File: src/hdl/tpse_pkg.sv
`timescale 1ns / 1ps
`default_nettype none
// ============================================================================
// tpse_pkg
// Shared codes, constants and controller/datapath interface types of the
// tape pulse stream encoder.
// ============================================================================
package tpse_pkg;

    // Operation codes carried in the input tuser field.
    localparam logic [1:0] OP_DATA   = 2'd0;
    localparam logic [1:0] OP_PULSE  = 2'd1;
    localparam logic [1:0] OP_FINISH = 2'd2;

    // Configuration register indexes.
    localparam logic [1:0] CFG_PACKED  = 2'd0;
    localparam logic [1:0] CFG_CHANNEL = 2'd1;
    localparam logic [1:0] CFG_TABLE   = 2'd2;

    // Channel modes; any other code behaves as mono.
    localparam logic [1:0] CH_COPY   = 2'd1;
    localparam logic [1:0] CH_INVERT = 2'd2;

    localparam logic [7:0]  HIGH_SAMPLE = 8'hC0;
    localparam logic [7:0]  LOW_SAMPLE  = 8'h40;
    localparam logic [23:0] TABLE_RESET = 24'h6D2691;
    localparam logic [8:0]  ACC_EMPTY   = 9'h001;
    localparam logic [3:0]  FULL_BYTE   = 4'd8;
    localparam logic [2:0]  LAST_PULSE  = 3'd7;

    typedef struct packed {
        logic       capture;   // latch the input payload
        logic       finish;    // form the packed flush result
        logic       tick;      // run one sample tick
        logic       toggle;    // flip the level at the end of a pulse
        logic       flush;     // release the held result as the last one
        logic       single;    // pulse length comes from the pulse item
        logic [2:0] pulse_idx; // pulse number within a data byte
    } dp_cmd_t;

    typedef struct packed {
        logic       packed_mode;
        logic       tick_ok;
        logic       flush_ok;
        logic [5:0] pulse_len;
    } dp_stat_t;

endpackage
`default_nettype wire

File: src/hdl/tape_pulse_stream_encoder.sv
`timescale 1ns / 1ps
`default_nettype none
// Results are held one step so that tlast is known; m_tvalid for a result rises only
// once the next result of its item forms or the item ends.
// One item at a time: the pulse sequencer takes a new item only once it is back in
// its idle state, after it is through with the pulses of the last one.
// Each pulse first loads its length in ST_LOAD; a blocked output register stalls the ticks.
// Reset: synchronous, active-low aresetn restores default registers, low level, empty packer.
// ============================================================================
// tape_pulse_stream_encoder
// Streams tape pulses and data bytes out as square-wave samples or packed bits.
// ============================================================================
module tape_pulse_stream_encoder (
    input  wire logic        aclk,
    input  wire logic        aresetn,
    // Input stream.
    input  wire logic        s_tvalid,
    output logic             s_tready,
    input  wire logic [15:0] s_tdata,   // [7:0] data_byte, [13:8] pulse_length, [15:14] zero
    input  wire logic [1:0]  s_tuser,   // [1:0] op
    // Result stream.
    output logic             m_tvalid,
    input  wire logic        m_tready,
    output logic [23:0]      m_tdata,   // [7:0] first_byte, [15:8] second_byte,
                                        // [19:16] valid_bits, [23:20] zero
    output logic             m_tuser,   // [0] second_valid
    output logic             m_tlast,
    // Config write channel, always ready; must be written only while idle (unchecked).
    input  wire logic        cfg_valid,
    output logic             cfg_ready,
    input  wire logic [1:0]  cfg_index,
    input  wire logic [23:0] cfg_data
);

    tpse_pkg::dp_cmd_t  cmd;
    tpse_pkg::dp_stat_t stat;

    logic [7:0] first_byte, second_byte;
    logic [3:0] valid_bits;

    assign cfg_ready = 1'b1;

    // The controller sequences pulses and ticks; the datapath owns every
    // register that shapes the result stream.
    tpse_ctrl u_ctrl (
        .aclk     (aclk),
        .aresetn  (aresetn),
        .s_tvalid (s_tvalid),
        .s_tready (s_tready),
        .op       (s_tuser),
        .stat     (stat),
        .cmd      (cmd)
    );

    // Results are held one step back in the datapath so that the final one
    // of each transaction can be flagged with tlast before it is released.
    tpse_dp u_dp (
        .aclk            (aclk),
        .aresetn         (aresetn),
        .cfg_valid       (cfg_valid),
        .cfg_index       (cfg_index),
        .cfg_data        (cfg_data),
        .in_data_byte    (s_tdata[7:0]),
        .in_pulse_length (s_tdata[13:8]),
        .cmd             (cmd),
        .stat            (stat),
        .m_tready        (m_tready),
        .m_tvalid        (m_tvalid),
        .m_first_byte    (first_byte),
        .m_second_byte   (second_byte),
        .m_second_valid  (m_tuser),
        .m_valid_bits    (valid_bits),
        .m_tlast         (m_tlast)
    );

    assign m_tdata = {4'b0000, valid_bits, second_byte, first_byte};

endmodule
`default_nettype wire

File: src/hdl/tpse_ctrl.sv
`timescale 1ns / 1ps
`default_nettype none
// ============================================================================
// tpse_ctrl
// Sequencer that walks the pulses of an item and the ticks of each pulse.
// ============================================================================
module tpse_ctrl (
    input  wire logic              aclk,
    input  wire logic              aresetn,
    input  wire logic              s_tvalid,
    output logic                   s_tready,
    input  wire logic [1:0]        op,
    input  wire tpse_pkg::dp_stat_t stat,
    output tpse_pkg::dp_cmd_t      cmd
);

    typedef enum logic [1:0] {
        ST_IDLE,
        ST_LOAD,
        ST_TICK,
        ST_FLUSH
    } state_t;

    state_t     state_reg, state_next;
    logic [2:0] pidx_reg, pidx_next;
    logic       single_reg, single_next;
    logic [5:0] cnt_reg, cnt_next;
    logic       pulse_done;

    always_comb begin
        state_next  = state_reg;
        pidx_next   = pidx_reg;
        single_next = single_reg;
        cnt_next    = cnt_reg;
        pulse_done  = 1'b0;
        s_tready    = 1'b0;
        cmd         = '0;
        cmd.single    = single_reg;
        cmd.pulse_idx = pidx_reg;

        unique case (state_reg)
            ST_IDLE: begin
                s_tready = 1'b1;
                if (s_tvalid) begin
                    cmd.capture = 1'b1;
                    unique case (op)
                        tpse_pkg::OP_DATA: begin
                            pidx_next   = '0;
                            single_next = 1'b0;
                            state_next  = ST_LOAD;
                        end
                        tpse_pkg::OP_PULSE: begin
                            single_next = 1'b1;
                            state_next  = ST_LOAD;
                        end
                        tpse_pkg::OP_FINISH: begin
                            if (stat.packed_mode) begin
                                cmd.finish = 1'b1;
                                state_next = ST_FLUSH;
                            end
                        end
                        default: begin
                            state_next = ST_IDLE;
                        end
                    endcase
                end
            end
            ST_LOAD: begin
                if (stat.pulse_len == '0) begin
                    cmd.toggle = 1'b1;
                    pulse_done = 1'b1;
                end else begin
                    cnt_next   = stat.pulse_len;
                    state_next = ST_TICK;
                end
            end
            ST_TICK: begin
                if (stat.tick_ok) begin
                    cmd.tick = 1'b1;
                    if (cnt_reg == 6'd1) begin
                        cmd.toggle = 1'b1;
                        pulse_done = 1'b1;
                    end else begin
                        cnt_next = cnt_reg - 6'd1;
                    end
                end
            end
            ST_FLUSH: begin
                if (stat.flush_ok) begin
                    cmd.flush  = 1'b1;
                    state_next = ST_IDLE;
                end
            end
            default: begin
                state_next = ST_IDLE;
            end
        endcase

        // After the last pulse of the item the held result is released.
        if (pulse_done) begin
            if (single_reg || pidx_reg == tpse_pkg::LAST_PULSE) begin
                state_next = ST_FLUSH;
            end else begin
                pidx_next  = pidx_reg + 3'd1;
                state_next = ST_LOAD;
            end
        end
    end

    always_ff @(posedge aclk) begin
        if (!aresetn) begin
            state_reg  <= ST_IDLE;
            pidx_reg   <= '0;
            single_reg <= 1'b0;
            cnt_reg    <= '0;
        end else begin
            state_reg  <= state_next;
            pidx_reg   <= pidx_next;
            single_reg <= single_next;
            cnt_reg    <= cnt_next;
        end
    end

endmodule
`default_nettype wire

File: src/hdl/tpse_dp.sv
`timescale 1ns / 1ps
`default_nettype none
// ============================================================================
// tpse_dp
// Level, bit packer, held result and output register of the encoder.
// ============================================================================
module tpse_dp (
    input  wire logic               aclk,
    input  wire logic               aresetn,
    input  wire logic               cfg_valid,
    input  wire logic [1:0]         cfg_index,
    input  wire logic [23:0]        cfg_data,
    input  wire logic [7:0]         in_data_byte,
    input  wire logic [5:0]         in_pulse_length,
    input  wire tpse_pkg::dp_cmd_t  cmd,
    output tpse_pkg::dp_stat_t      stat,
    input  wire logic               m_tready,
    output logic                    m_tvalid,
    output logic [7:0]              m_first_byte,
    output logic [7:0]              m_second_byte,
    output logic                    m_second_valid,
    output logic [3:0]              m_valid_bits,
    output logic                    m_tlast
);

    logic        packed_reg;
    logic [1:0]  chan_reg;
    logic [23:0] table_reg;
    logic [7:0]  data_reg;
    logic [5:0]  plen_reg;
    logic        level_reg;
    logic [8:0]  acc_reg, acc_next;

    logic        pend_valid_reg, pend_valid_next;
    logic [7:0]  pend_first_reg, pend_first_next;
    logic [7:0]  pend_second_reg, pend_second_next;
    logic        pend_sv_reg, pend_sv_next;
    logic [3:0]  pend_vb_reg, pend_vb_next;

    logic        out_valid_reg, out_valid_next;
    logic [7:0]  out_first_reg, out_second_reg;
    logic        out_sv_reg, out_last_reg;
    logic [3:0]  out_vb_reg;

    logic        out_free, emit, out_load;
    logic [7:0]  tick_first, tick_second, sample, inv_sample;
    logic        tick_sv;
    logic [3:0]  tick_vb;
    logic [1:0]  pair;
    logic [2:0]  entry;
    logic [3:0]  marker;
    logic [8:0]  acc_norm, acc_shift;

    // Pulse length: each bit pair of the byte, high pair first, with value p gives entry p, then entry 4 + p.
    assign pair  = data_reg[{~cmd.pulse_idx[2:1], 1'b1} -: 2];
    assign entry = {cmd.pulse_idx[0], pair};

    assign stat.pulse_len = cmd.single ? plen_reg : {3'b000, table_reg[3 * entry +: 3]};

    // Tick result.
    assign sample     = level_reg ? tpse_pkg::HIGH_SAMPLE : tpse_pkg::LOW_SAMPLE;
    assign inv_sample = level_reg ? tpse_pkg::LOW_SAMPLE : tpse_pkg::HIGH_SAMPLE;

    always_comb begin
        tick_first  = sample;
        tick_second = '0;
        tick_sv     = 1'b0;
        tick_vb     = '0;
        if (packed_reg) begin
            tick_first = acc_reg[7:0];
            tick_vb    = tpse_pkg::FULL_BYTE;
        end else if (chan_reg == tpse_pkg::CH_COPY) begin
            tick_second = sample;
            tick_sv     = 1'b1;
        end else if (chan_reg == tpse_pkg::CH_INVERT) begin
            tick_second = inv_sample;
            tick_sv     = 1'b1;
        end
    end

    assign emit     = !packed_reg || acc_reg[8];
    assign out_free = !out_valid_reg || m_tready;
    assign out_load = pend_valid_reg && ((cmd.tick && emit) || cmd.flush);

    assign stat.packed_mode = packed_reg;
    assign stat.tick_ok     = !(emit && pend_valid_reg && !out_free);
    assign stat.flush_ok    = !pend_valid_reg || out_free;

    // Flush: the marker position is the number of bits held.
    always_comb begin
        acc_norm = (acc_reg == '0) ? tpse_pkg::ACC_EMPTY : acc_reg;
        marker   = '0;
        for (int i = 1; i < 9; i++) begin
            if (acc_norm[i]) begin
                marker = 4'(i);
            end
        end
        acc_shift = acc_norm << (tpse_pkg::FULL_BYTE - marker);
    end

    always_comb begin
        acc_next         = acc_reg;
        pend_valid_next  = pend_valid_reg;
        pend_first_next  = pend_first_reg;
        pend_second_next = pend_second_reg;
        pend_sv_next     = pend_sv_reg;
        pend_vb_next     = pend_vb_reg;

        if (cmd.tick && packed_reg) begin
            if (acc_reg[8]) begin
                acc_next = {7'b0000000, 1'b1, level_reg};
            end else begin
                acc_next = {acc_reg[7:0], level_reg};
            end
        end
        if (cmd.tick && emit) begin
            pend_valid_next  = 1'b1;
            pend_first_next  = tick_first;
            pend_second_next = tick_second;
            pend_sv_next     = tick_sv;
            pend_vb_next     = tick_vb;
        end
        if (cmd.finish) begin
            acc_next         = tpse_pkg::ACC_EMPTY;
            pend_valid_next  = 1'b1;
            pend_first_next  = acc_shift[7:0];
            pend_second_next = '0;
            pend_sv_next     = 1'b0;
            pend_vb_next     = marker;
        end
        if (cmd.flush) begin
            pend_valid_next = 1'b0;
        end

        if (out_load) begin
            out_valid_next = 1'b1;
        end else if (m_tready) begin
            out_valid_next = 1'b0;
        end else begin
            out_valid_next = out_valid_reg;
        end
    end

    always_ff @(posedge aclk) begin
        if (!aresetn) begin
            packed_reg     <= 1'b0;
            chan_reg       <= '0;
            table_reg      <= tpse_pkg::TABLE_RESET;
            level_reg      <= 1'b0;
            acc_reg        <= tpse_pkg::ACC_EMPTY;
            pend_valid_reg <= 1'b0;
            out_valid_reg  <= 1'b0;
        end else begin
            if (cfg_valid) begin
                unique case (cfg_index)
                    tpse_pkg::CFG_PACKED:  packed_reg <= cfg_data[0];
                    tpse_pkg::CFG_CHANNEL: chan_reg   <= cfg_data[1:0];
                    tpse_pkg::CFG_TABLE:   table_reg  <= cfg_data;
                    default: ;
                endcase
            end
            if (cmd.toggle) begin
                level_reg <= ~level_reg;
            end
            acc_reg        <= acc_next;
            pend_valid_reg <= pend_valid_next;
            out_valid_reg  <= out_valid_next;
        end
    end

    always_ff @(posedge aclk) begin
        if (cmd.capture) begin
            data_reg <= in_data_byte;
            plen_reg <= in_pulse_length;
        end
        pend_first_reg  <= pend_first_next;
        pend_second_reg <= pend_second_next;
        pend_sv_reg     <= pend_sv_next;
        pend_vb_reg     <= pend_vb_next;
        if (out_load) begin
            out_first_reg  <= pend_first_reg;
            out_second_reg <= pend_second_reg;
            out_sv_reg     <= pend_sv_reg;
            out_vb_reg     <= pend_vb_reg;
            out_last_reg   <= cmd.flush;
        end
    end

    assign m_tvalid       = out_valid_reg;
    assign m_first_byte   = out_first_reg;
    assign m_second_byte  = out_second_reg;
    assign m_second_valid = out_sv_reg;
    assign m_valid_bits   = out_vb_reg;
    assign m_tlast        = out_last_reg;

endmodule
`default_nettype wire
File: config.mk
export PLATFORM = sky130hd
export DESIGN_NAME = tape_pulse_stream_encoder
export DESIGN_NICKNAME = d
export VERILOG_FILES = /design/src/hdl/tpse_pkg.sv /design/src/hdl/tape_pulse_stream_encoder.sv /design/src/hdl/tpse_ctrl.sv /design/src/hdl/tpse_dp.sv
export SDC_FILE = /design/constraint.sdc
export NUM_CORES = 1
export LEC_CHECK = 0
export BUFFER_PORTS_ARGS = -buffer_cell sky130_fd_sc_hd__buf_2
export CAP_MARGIN = 0
export CORE_ASPECT_RATIO = 0.8
export CORE_UTILIZATION = 53
export CTS_CLUSTER_SIZE = 24
export DETAILED_ROUTE_END_ITERATION = 10
export GPL_TIMING_DRIVEN = 1
export PLACE_DENSITY = 0.76
export RECOVER_POWER = 25
export SLEW_MARGIN = 20
export SYNTH_ARGS = -nofsm -noshare
export SYNTH_HDL_FRONTEND = slang
export SYNTH_SLANG_ARGS = --single-unit
File: constraint.sdc
create_clock -name aclk -period 4 [get_ports aclk]
set_input_delay 0.8 -clock aclk [delete_from_list [all_inputs] [get_ports aclk]]
set_output_delay 0.8 -clock aclk [all_outputs]
set_load 0.02 [all_outputs]
==> metrics list <==
- Max-cap violations in this run came to 0.
- Highest net fanout along the worst path: 8
* Setup TNS after final layout: 0 ps
- The initial utilization of the core area, before any placement, comes to 55.9%.
- The via count of the first global-routing pass is 3203.
- Minimum period implied by the final worst setup slack: ~3200 ps
- In this run the static leakage power is 1.99 nW.
- Entering global routing, the biggest net connects 26 pins.
- Measured along the x axis, the die boundary spans about 110 microns.
* Number of design rule violations left after detail routing: 0
- At the worst endpoint, the arrival time is between 3000 and 4000 ps.
* Die area: ~0.0089 sq mm
* Global placement routability congestion: 0.847
- The pre-antenna-repair detailed-routing pass consisted of 4 iterations.
- Critical path endpoint category: flop
- The share of total power dissipated in the clock network is 25.6%.
- The synthesized netlist occupies a cell area of between 0.004 and 0.005 sq mm.
* Reg-to-reg setup timing slack: a little over 800 ps
- The tightest min-delay check is of the reg -> reg type.
- The register with the most flip-flops in the layout has 24 of them.
- Endpoints failing setup: 0
* Sequential share of the synthesized area: 50.5%
- Clock tree synthesis inserted a total of 9 buffers.
- TritonCTS clock tree: yes
- After detailed routing, the average wire length per cell comes to 14.8 microns.
- Internal power comes to about 1.7 mW.
* Max Buffers Root-to-Sink: 2
- The synthesized netlist contains 63 unique library cells.
- Summed over all layers, the routed wires come to 9190 microns.
* Cell type with the largest total area after synthesis: sky130_fd_sc_hd__edfxtp_1
- In this run the tool buffered the top-level ports with 64 buffer cells.
- Summing all multi-input logic gate instances after layout gives 0.00204 sq mm.
* Worst skew pair latency: 370 ps
* Root cell of the clock tree: sky130_fd_sc_hd__clkbuf_8
* NetSw: 820 uW
- Slew at the pin closest to its max-slew limit: 1170 ps
- Sinks on the clock net: 94
- Count of flip-flops with a built-in enable after synthesis: 41
- The worst setup path is of the reg -> reg kind.
* Combinational group share of total power: 25.7%
- In this run the tightest slew margin relative to its limit is around 22%.
* Mean Syn Cell Area: 10.0 sq um
- Share of flip-flops with an asynchronous set or reset after synthesis: 0%
* Sequential share of power: 48.7%
- Slew Viols, Final: 0
- Total vias in the final route: 3495
- Leaving out filler cells and counting taps, the final layout contains 619.
- Final hold violation count: 0
* Global route total overflow: 0
- In this run, post-CTS repair resized a total of 0 instances.
- Number of warnings issued by yosys: 0
* Max Freq: 314 MHz
* Number of fillers in the final layout: 700
- Measured along the y axis, the die boundary spans ~85 microns.
- Setup fix buffers added after clock tree synthesis: 0
- The wire-length estimate of the detail-placed layout is approximately 6600 microns.
* Total routing resource utilization after global routing: 21.8%
* Nature of the critical path startpoint: flop
* Area added between synthesis and finish: 11.8%
* Worst clock skew: 11.1 ps
- Number of diodes added for antenna fixing: 0
- Of the cells placed in the final design, the portion with a size suffix greater than 1 is between 15 and 20%.
* Number of antenna violations at the first check in global routing: 0
- In this run switching power makes up ~33% of total power.
- Dominant cells by area after synthesis: sky130_fd_sc_hd__edfxtp_1, sky130_fd_sc_hd__dfxtp_1, sky130_fd_sc_hd__nand2_1
- Power density over cell area: roughly 490 mW/mm^2
- Number of H-tree levels: 3
- sky130_fd_sc_hd__nand2_1 is the most common cell in the netlist.
- Post-synthesis instance total: 452
- Storage cell area: 0.00229 sq mm
- At the end of the flow, the number of nets in the layout was 566.
- Among all flip-flop cells after synthesis, the most frequent one is sky130_fd_sc_hd__dfxtp_1.
* Clk pin slew, worst setup/hold paths: roughly 90 ps
- Fraction of post-synthesis cell area in the top cell type by area: 27.1%
- Run status: finished, final reports clean
- Dividing the final minimum period by the clock period gives 79.6%.
- Once placement completed, the tool counted placed cells totaling between 600 and 700.
- Area of the core: 0.00813 sq mm
- Global-route wire length before repair: 15300 microns
- Total power for the finished layout comes to roughly 2.5 mW.
- After the first detailed-routing iteration, the DRC count stood at 184.
- During I/O placement, the number of pins put on the boundary was about 80.
- Number of core rows: 29
* Vias/cell: 5.65
* Required time at the endpoint of the critical path: 4260 ps
- Count of hold buffers inserted by post-cts repair: 0
* Worst voltage drop across the vdd grid: 0.239 mV
* Yosys reg bits: between 90 and 100
- Setup repair after global routing left no endpoint under its margin.
- Once detail routing completed, the nets flagged for antenna violations numbered 0.
* Most numerous cell types in the synthesized netlist: sky130_fd_sc_hd__nand2_1, sky130_fd_sc_hd__dfxtp_1, sky130_fd_sc_hd__edfxtp_1
[kinds of logic (layout without fill, tap and decap cells)]
family | Yosys count | count (layout) | synth area share, %
compound gates | 99 | 99 | 15.1
xor+xnor | 3 | 3 | 0.579
fa+ha+maj | 11 | 11 | 3.03
buf+inv | 54 | 104 | 5.65
flops | 94 | 94 | 50.5
mux | 31 | 31 | 8.87
other cells | 2 | 11 | 0.165
simple gates | 158 | 158 | 16.1
[path summary, 6_finish.rpt]
kind	start	to	depth (start not counted)
max	u_ctrl.pidx_reg[1]$_SDFF_PN0_	u_ctrl.state_reg[0]$_SDFFE_PN0P_	7
min	u_dp.pend_first_reg[7]$_DFFE_PP_	u_dp.m_first_byte[7]$_DFFE_PP_	0
max reg2reg	u_ctrl.pidx_reg[1]$_SDFF_PN0_	u_ctrl.state_reg[0]$_SDFFE_PN0P_	7
min reg2reg	u_dp.pend_first_reg[7]$_DFFE_PP_	u_dp.m_first_byte[7]$_DFFE_PP_	0
[per-layer routing]
layer	global-route usage [%]	vias to the layer above	share of wire [%]
met3	4.58	7	5.8
met4	6.66	0	0.97
li1	-	1721	-
met2	34.0	120	44
met5	0	-	0
met1	30.7	1647	49
[area by class of cell]
type	instances	area share, %
sequential	94	45.1
tap	108	2.66
clock buffer	10	2.51
clock inverter	6	1.40
multi-input combinational	313	40.1
inverter	20	1.48
timing repair buffer	68	6.68
[cells in the final DEF, fill, tap and decap left out, types with 4 or more instances in the layout]
master                     synthesis  layout
sky130_fd_sc_hd__a21oi_1          33      33
sky130_fd_sc_hd__a22o_1            4       4
sky130_fd_sc_hd__a22oi_1           7       7
sky130_fd_sc_hd__a31oi_1           5       5
sky130_fd_sc_hd__buf_2             1      58
sky130_fd_sc_hd__clkbuf_1         19       8
sky130_fd_sc_hd__clkbuf_8          0       9
sky130_fd_sc_hd__conb_1            2      11
sky130_fd_sc_hd__dfxtp_1          53      53
sky130_fd_sc_hd__edfxtp_1         41      41
sky130_fd_sc_hd__ha_1             11      11
sky130_fd_sc_hd__inv_1            18      18
sky130_fd_sc_hd__mux2i_1          23      23
sky130_fd_sc_hd__nand2_1          76      76
sky130_fd_sc_hd__nand3_1          17      17
sky130_fd_sc_hd__nand4_1           4       4
sky130_fd_sc_hd__nor2_1           28      28
sky130_fd_sc_hd__nor3_1            8       7
sky130_fd_sc_hd__o21ai_0           8       8
sky130_fd_sc_hd__o22ai_1           4       4
sky130_fd_sc_hd__o31ai_1           6       6
sky130_fd_sc_hd__or3_1             4       4
[through the flow]
step / hold slack [ps] / setup WS (ps) / instance area [sq um] / util, %
global placement: 405 / 961 / 4880 / 60.1
finish: 426 / 816 / 5080 / 62.5
floorplan: 400 / 979 / 4570 / -
global route: 428 / 608 / 5080 / 62.5
CTS: 427 / 833 / 5080 / 62.5
detailed placement: 405 / 881 / 4880 / 60.1
[power groups by stage]
stage | sequential, mW | combinational (mW) | clock [mW]
finish | 1.22 | 0.645 | 0.641
detailed placement | 1.24 | 0.629 | 0
global placement | 1.24 | 0.612 | 0
global route | 1.24 | 0.714 | 0.681
CTS | 1.22 | 0.637 | 0.642
floorplan | 1.22 | 0.498 | 0
[critical path: stages (launching register included)]
cell	delay (ps)
sky130_fd_sc_hd__dfxtp_1	430
sky130_fd_sc_hd__mux4_1	780
sky130_fd_sc_hd__mux2i_1	200
sky130_fd_sc_hd__nor4b_1	410
sky130_fd_sc_hd__a211oi_1	200
sky130_fd_sc_hd__a31oi_1	530
sky130_fd_sc_hd__o21ai_0	220
sky130_fd_sc_hd__o221a_2	310
No activity file was read; power rests on OpenSTA's default activity.
